`config.mk`:
```
export PLATFORM = sky130hd
export DESIGN_NAME = lats_ram
export DESIGN_NICKNAME = d
export VERILOG_FILES = /design/src/rtl/lats_ram.sv
export SDC_FILE = /design/constraint.sdc
export NUM_CORES = 1
export LEC_CHECK = 0
export BUFFER_PORTS_ARGS = -buffer_cell sky130_fd_sc_hd__buf_2
export CAP_MARGIN = 20
export CORE_MARGIN = 4
export CORE_UTILIZATION = 30
export DETAILED_ROUTE_END_ITERATION = 6
export PLACE_DENSITY = 0.51
export SLEW_MARGIN = 15
export SYNTH_ARGS = -nofsm -noshare
export SYNTH_HDL_FRONTEND = slang
export SYNTH_SLANG_ARGS = --single-unit
```
`constraint.sdc`:
```
create_clock -name clk_i -period 1.42 [get_ports clk_i]
set_input_delay 0.071 -clock clk_i [delete_from_list [all_inputs] [get_ports clk_i]]
set_output_delay 0.071 -clock clk_i [all_outputs]
set_load 0.02 [all_outputs]
```
`src/rtl/lats_ram.sv`:
```
`default_nettype none
module lats_ram #(
  parameter int WIDTH = 8,
  parameter int DEPTH = 16
) (
  input  wire logic                     clk_i,
  input  wire logic                     we_i,
  input  wire logic [$clog2(DEPTH)-1:0] waddr_i,
  input  wire logic [WIDTH-1:0]         wdata_i,
  input  wire logic [$clog2(DEPTH)-1:0] raddr_i,
  output logic      [WIDTH-1:0]         rdata_o
);

  logic [WIDTH-1:0] mem_q [DEPTH];

  always_ff @(posedge clk_i) begin
    if (we_i) begin
      mem_q[waddr_i] <= wdata_i;
    end
    rdata_o <= mem_q[raddr_i];
  end

endmodule
`default_nettype wire

```
==> out/metrics.yaml <==
status:
  run_status: "complete, no violations"
setup_path:
  cp_max_fo: 1
  crit_type: "reg2reg"
  r2r-start: "mem_q[11][7]"
  cpMaxStageDelayCell: "mux4_2"
  crit_chain: "mux4_2 -> a22oi_1 -> nand2_1"
  crit_buf_inv: 0
  slowest_delay_ps: 470
  critPathLaunchType: "flip-flop"
  cp-end-kind: "flip-flop"
  crit_arrival_ps: 1670
  crit_path_start: "mem_q[11][7]"
  cp.required_ps: 1710
  cp_top_family: "multiplexers"
layout:
  drive_gt1_frac: 0.3388
  regArea_um2: 4004
  multiInputGateArea_um2: 1077
  fin_util: 0.3756
  n_antenna_cell: 0
  layout.nets: 309
  fillers: 1538
  syn2layout_area_growth_pct: 21.88
floorplan:
  core_um2: 16700
  io_pins: 26
  row_count: 47
  die_y_um: 139.0
  die_w_um: 139.0
  start_util: 0.3082
  die-area_um2: 19320
route:
  avgRoutedWirePerCell_um: 20.08
  ant_nets: 0
  drc: 0
  via_count: 2442
  dr.pass1.iters: 6
  vias_per_cell: 4.660
  drt_wl_total_mm: 10.52
  first_iter_violations: 211
min_path:
  hp-class: "in2reg"
  hp-start: "wdata_i[5]"
yosys:
  synth_cell_types: 19
  synth_ff_type: "edfxtp_1"
  synth_cells: 229
  yosysWarningCount: 0
  yosysMostFrequentCell: "edfxtp_1"
  synth_edf_count: 128
  netlist.area_leader.share: 0.7467
  syn_area_per_cell_um2: 22.48
  syn_area_um2: 5147
  synthTopCellsByCount: "edfxtp_1 (128), mux4_2 (18), a22oi_1 (16)"
  synth_top_cells_by_area: "edfxtp_1 (75%), mux4_2 (7.9%), mux4_1 (7.1%)"
  ys_ff_latch: 136
  syn_nets: 247
  seq_area_frac_synth: 0.7778
  async_flop_share: 0
  yosys.area.top_type: "edfxtp_1"
flow_run:
  cap_viol_max_count: 0
clocking:
  clk_latency_ps: 410
  hold_buffers: 0
  cts_resized: 0
  cts.path.max_buffers: 2
  h-tree-depth: 4
  cts_root_buffer: "clkbuf_16"
  numClockSinks: 136
  cts_buffers: 17
  cts_tree: "yes"
  post_cts_buffers: 0
  path_clk_slew_ps: 50
sta:
  final.setup.worst_slack_ps: 36.95
  drv_slew: 0
  slew_headroom: 0.3565
  fmax_mhz: 723.0
  holdWs_ps: 46.63
  post-route-min-period_ps: 1383
  finalCritPeriodShare: 0.9740
  rsz0062_at_grt: "false"
  setup_tns_ps: 0
  skew_ps: 4.693
  worstMarginPinSlew_ps: 961.7
  hold_violations: 0
  setup-violations-final: 0
placement:
  pre_cts_slack_ps: -92.38
  dpl.hpwl_mm: 7.077
  place.gp.congestion: 0.6893
  io_buffers: 25
global_route:
  grt_first_pass_wirelength_mm: 15.86
  grt_max_degree: 17
  grt_use_total: 0.1156
  first_global_vias: 2492
  grt-ovfl-total: 0
  antenna_found_initial: 0
power_and_ir_drop:
  power.density_nw_per_um2: 1440
  leakagePower_nw: 2.132
  irDropWorstVdd_mv: 0.8612
-- power breakdown --
| group | internal (mW) | switching (mW) |
|---|---|---|
| combinational | 0.199 | 0.275 |
| sequential | 4.49 | 0.0268 |
| clock | 2.53 | 1.51 |
| total | 7.22 | 1.81 |
-- registers in the layout (all words and copies together) (netlist names) --
name / flops
mem_q: 128
rdata_o: 8
-- metrics by stage --
step / cells / power, mW / instance area [µm²]
after global routing: 524 / 9.341 / 6274
after CTS: 524 / 9.119 / 6259
after detailed placement: 492 / 5.079 / 5714
after global placement: 492 / 5.068 / 5714
final: 524 / 9.033 / 6274
after floorplan: 229 / 4.852 / 5152
-- final timing paths --
path	slack, ps	endpoint	cells after the start
min reg2reg	680	rdata_o[2]	3
max	40	rdata_o[7]	3
max reg2reg	40	rdata_o[7]	3
min	50	mem_q[7][5]	1
-- metal layers --
layer,GRT usage,vias up,share of wire
li1,-,1098,-
met1,0.1652,1265,0.48
met2,0.1621,71,0.46
met3,0.03966,8,0.053
met4,0.04634,0,0.0088
met5,0,-,0
-- worst reg2reg max path: cells and delay by family (launching register included) --
family          cells  cell delay (ps)
mux                 1              470
flops               1              360
compound gates      1              350
simple gates        1               80
-- logic make-up after synthesis --
logic type             synth area share
DFF                              0.7778
AOI/OAI and AO/OA               0.02334
and+or+nand+nor                 0.03184
buffers and inverters           0.01677
muxes                            0.1502
-- cells in the final DEF, fill, tap and decap left out --
cell / n
nand2b_1: 2
or3b_2: 1
nand3_1: 1
nor3_2: 1
nor2b_1: 1
nor2_1: 13
mux4_1: 14
nand3b_1: 2
bufinv_16: 2
nand2_1: 9
buf_12: 3
buf_2: 25
dfxtp_1: 8
buf_4: 25
and2_1: 1
mux4_2: 18
a22oi_2: 3
clkbuf_16: 17
a22oi_1: 13
nor3_1: 3
and2b_1: 1
clkinv_1: 3
edfxtp_1: 128
clkbuf_1: 2
clkinv_2: 8
-- layout make-up --
class	instances	share of cell area
Tap cell	220	0.04388
Clock inverter	13	0.01775
Sequential cell	136	0.6382
Clock buffer	19	0.06901
Timing Repair Buffer	53	0.05943
Multi-Input combinational cell	83	0.1717
No activity file was read; power rests on OpenSTA's default activity.
