[config.mk]
export PLATFORM = sky130hd
export DESIGN_NAME = lats_mod
export DESIGN_NICKNAME = d
export VERILOG_FILES = /design/src/rtl/lats_pkg.sv /design/src/rtl/lats_mod.sv
export SDC_FILE = /design/constraint.sdc
export NUM_CORES = 1
export LEC_CHECK = 0
export BUFFER_PORTS_ARGS = -buffer_cell sky130_fd_sc_hd__buf_2
export CAP_MARGIN = 20
export CORE_AREA = 2 2 48 50
export CTS_BUF_LIST = sky130_fd_sc_hd__clkbuf_4 sky130_fd_sc_hd__clkbuf_8
export DETAILED_ROUTE_END_ITERATION = 16
export DIE_AREA = 0 0 50 52
export GPL_TIMING_DRIVEN = 1
export HOLD_SLACK_MARGIN = 0.05
export PLACE_DENSITY = 0.75
export SYNTH_ARGS = -nofsm -noshare
export SYNTH_HDL_FRONTEND = slang
export SYNTH_SLANG_ARGS = --single-unit
[constraint.sdc]
create_clock -name clk_i -period 2.11 [get_ports clk_i]
set_input_delay 0.3165 -clock clk_i [delete_from_list [all_inputs] [get_ports clk_i]]
set_output_delay 0.3165 -clock clk_i [all_outputs]
set_load 0.03 [all_outputs]
[src/rtl/lats_pkg.sv]
`default_nettype none
package lats_pkg;

  localparam int MAX_ROWS    = 64;
  localparam int MAX_COLUMNS = 64;

  localparam int ROW_W   = $clog2(MAX_ROWS);
  localparam int COL_W   = $clog2(MAX_COLUMNS);
  localparam int ROWS_CW = $clog2(MAX_ROWS + 1);
  localparam int COLS_CW = $clog2(MAX_COLUMNS + 1);

  localparam int CMD_W    = 2;
  localparam int ROW_FW   = 6;
  localparam int COL_FW   = 6;
  localparam int CFG_W    = 7;
  localparam int CFG_IDX_W = 2;

  localparam int IN_DATA_W  = ((ROW_FW + COL_FW + 1 + 7) / 8) * 8;
  localparam int OUT_DATA_W = 8;

  localparam int CNT_MAX_W = (ROWS_CW > COLS_CW) ? ROWS_CW : COLS_CW;
  localparam int FLD_MAX_W = (ROW_FW > COL_FW) ? ROW_FW : COL_FW;
  localparam int MOD_W     = (CNT_MAX_W > FLD_MAX_W) ? CNT_MAX_W : FLD_MAX_W;

  localparam logic [CFG_W-1:0] HEIGHT_RESET = CFG_W'(10);
  localparam logic [CFG_W-1:0] WIDTH_RESET  = CFG_W'(20);

  localparam logic [3:0] LIVE_MIN = 4'd2;
  localparam logic [3:0] LIVE_MAX = 4'd3;

  localparam logic [CFG_IDX_W-1:0] CFG_GRID_HEIGHT = CFG_IDX_W'(0);
  localparam logic [CFG_IDX_W-1:0] CFG_GRID_WIDTH  = CFG_IDX_W'(1);

  typedef enum logic [CMD_W-1:0] {
    CMD_WRITE = 2'd0,
    CMD_READ  = 2'd1,
    CMD_STEP  = 2'd2
  } cmd_e;

  typedef struct packed {
    logic             start;
    logic [MOD_W-1:0] value;
    logic [MOD_W-1:0] divisor;
  } mod_req_t;

  typedef struct packed {
    logic             done;
    logic [MOD_W-1:0] result;
  } mod_rsp_t;

endpackage
`default_nettype wire

[src/rtl/lats_mod.sv]
`default_nettype none
module lats_mod (
  input  wire logic               clk_i,
  input  wire logic               rst_ni,
  input  wire lats_pkg::mod_req_t req_i,
  output lats_pkg::mod_rsp_t      rsp_o
);
  import lats_pkg::*;

  logic             busy_q;
  logic [MOD_W-1:0] rem_q;
  logic [MOD_W-1:0] div_q;

  assign rsp_o.done   = busy_q && (rem_q < div_q);
  assign rsp_o.result = rem_q;

  always_ff @(posedge clk_i or negedge rst_ni) begin
    if (!rst_ni) begin
      busy_q <= 1'b0;
      rem_q  <= '0;
      div_q  <= '0;
    end else if (req_i.start) begin
      busy_q <= 1'b1;
      rem_q  <= req_i.value;
      div_q  <= req_i.divisor;
    end else if (busy_q) begin
      if (rem_q >= div_q) begin
        rem_q <= rem_q - div_q;
      end else begin
        busy_q <= 1'b0;
      end
    end
  end

endmodule
`default_nettype wire

==> results.md <==
- DRT Wirelength: 2360 um
- Fin area: 0.001395 mm^2
- Max IR drop VDD: 0.8456 mV
- ANT nets after route: 0
- Overflow after GRT: 0
- Clk sink count: 15
- Vias per inst: 5.150
- Slew Viols, Final: 0
- Post-synthesis cell count: 96
- CTS root buf: clkbuf_4
- Vias in the first global route: 867
- Max Buffers Root-to-Sink: 2
- Num rows: 17
- Async S/R FF share, synth: 1.000
- Chip width: 50 um
- Yosys warning total: 0
- IO Pins: 25
- Syn_nets: 121
- Initial antenna violation count: 0
- RSZ-0062 raised after global routing: true
- Hold Path End: div_q[2]
- Htree depth: 1
- # diodes: 0
- Final count of negative-setup-slack endpoints: 5
- Critical path class: reg -> out
- Yosys top cell area share: 0.3886
- Dominant cell type by area after synthesis: dfrtp_1
- Top post-synthesis cells by count: dfrtp_1, inv_1, o21ai_0
- Hold path start: req_i[2]
- Fin util: 0.6625
- Fmax: 442.6 MHz
- Maximum fanout along the worst path: 2
- Cell total after placement: 155
- Reg2reg start: div_q[3]
- Num CTS Buffers: 3
- TritonCTS clock tree: done
- Core Box Area: 0.002106 mm^2
- Routability Congestion: 0.7852
- Die area: 0.002600 mm^2
- R2R cell count: 10
- Failing checks: negative setup slack
- Final cell count without fillers: 167
- Global-route wire length before repair: 3815 um
- Status: finished, violations left
- Placement Setup Slack: -39.27 ps
- Syn-to-layout area delta: 44.43%
- Worst slew pin tran: 354.9 ps
- Reg-to-Reg End: rem_q[2]
- 1st-iter DRT viols: 15
- Post-synthesis sequential area ratio: 0.3886
- CP Launch Type: flop
- Routed len/inst: 14.13 um
- Critical Path RT: 1790 ps
- Fillers: 180
- Hold WC Path Type: in -> reg
- Synthesized area per cell: 10.06 um^2
- R2R setup slack: -80 ps
- Final HPWL DP: 1682 um
- Share of layout cells above drive strength 1: 0.5036
- Clock latency on the worst-skew pair: 290 ps
- Post-synth cell types: 37
- Worst setup margin: -149.5 ps
- Clk_skew: 1.494 ps
- Initial Utilization: 0.4587
- Pin count of the biggest net entering global routing: 16
- Cells on Worst Hold Path: 3
- Minimum clock period: 2259 ps
- Die Ht: 52 um
- Drt drc: 0
- CTS clk-pin slew, worst paths: 100 ps
- Main flop type after synthesis: dfrtp_1
- Setup TNS: -266.0 ps
- Drt first pass iters: 4
- Synth Cell Area: 965.9 um^2
- Final hold violation count: 0
- Synthesized flop and latch total: 15
- Tot GR Track Use: 0.1965
- Area contributors post-synth: dfrtp_1, ha_1, inv_1
- Top-count cell post-synth: dfrtp_1
- # port buffers: 24
- Nets: 165
- Post-DP Area: 0.001235 mm^2
- Worst slew margin: 0.7634
- Number of synthesized flops with an enable pin: 0
- Final Cycle Share: 1.071
- PD cells: 1439 mW/mm^2
- Leakage: 0.6633 nW
- Max cap viols: 0
- Crit. End Element: output port
- Vias: 860
- WP data arrival: 1940 ps
==> per-layer routing <==
metal	vias up	GRT usage	share of wire	routed length [um]
met1	407	0.2344	0.42	998
met3	5	0.04023	0.043	101
met5	-	0	0	0
met4	0	0.09259	0.013	31
li1	422	-	-	-
met2	26	0.3377	0.52	1229
==> cell families after synthesis <==
| group | after synthesis | synth area share |
|---|---|---|
| xor gates and xnor gates | 3 | 0.02721 |
| AOI/OAI and AO/OA | 26 | 0.2150 |
| muxes | 5 | 0.05829 |
| buffers and inverters | 16 | 0.06218 |
| adders and majority gates | 8 | 0.1114 |
| DFF | 15 | 0.3886 |
| and+or+nand+nor | 23 | 0.1373 |
==> report_power, final <==
part	leakage (nW)	switching, mW	internal [mW]
combinational	0.472	0.707	0.683
sequential	0.174	0.0654	0.377
clock	0.0177	0.105	0.0706
total	0.663	0.878	1.13
==> cell type report <==
class                   instances  area, um^2  area share
clock inverters                 1       5.005    0.003587
flip-flops and latches         15       380.4      0.2726
clock buffers                   3       22.52     0.01614
well taps                      28       35.03     0.02511
inverters                      14       52.55     0.03767
repair buffers                 41       271.5      0.1946
multi-input cells              65       628.1      0.4502
==> worst max-delay path: stages (launching register included) <==
cell and delay [ps]:
dfrtp_2 440, ha_4 240, nor2b_4 130, o211ai_1 270, a21boi_2 100, o21a_1 200, nor3_4 120, buf_6 150
==> registers in the layout, indices dropped and copies added, names as in the netlist <==
register and count:
div_q 7, busy_q 1, rem_q 7
==> through the flow <==
step,power (mW),hold slack (ps)
after floorplan,1.278,20.91
after global placement,1.556,238.8
after detailed placement,1.597,247.4
after CTS,1.856,233.0
after global routing,2.144,231.0
final,2.008,230.1
==> placed cells by master (no fill, tap or decap), drive strengths merged, types with 2 or more instances in the layout <==
master	count
ha	7
buf	40
clkbuf	3
o21a	3
nor2b	2
nor3	3
o21ai	9
nand2b	2
a221o	2
nor2	2
dfrtp	15
and2	2
nand2	8
inv	14
mux2	2
a21oi	2
xnor2	2
mux2i	3
==> timing repair <==
| action | in CTS | in global routing |
|---|---|---|
| setup buffers | 3 | 5 |
| hold buffers | 1 | 0 |
| setup endpoints to repair | 2 | 8 |
| endpoints found under the hold margin | 15 | 0 |
| gates cloned | 0 | 0 |
| pin swaps | 4 | 5 |
| gates resized for setup | 7 | 11 |
==> how the worst max path moves through the flow <==
stage                        start        to  slack, ps  depth (start not counted)
after floorplan           rem_q[3]  rsp_o[7]        -40                          6
final                     rem_q[1]  rsp_o[7]       -150                          7
after global placement    div_q[1]  rsp_o[7]          4                          9
after CTS                 div_q[3]  rsp_o[7]       -170                          8
after global routing      rem_q[0]  rsp_o[7]       -240                          8
after detailed placement  div_q[3]  rsp_o[7]        -40                          8
Power figures use the tool's default switching activity.
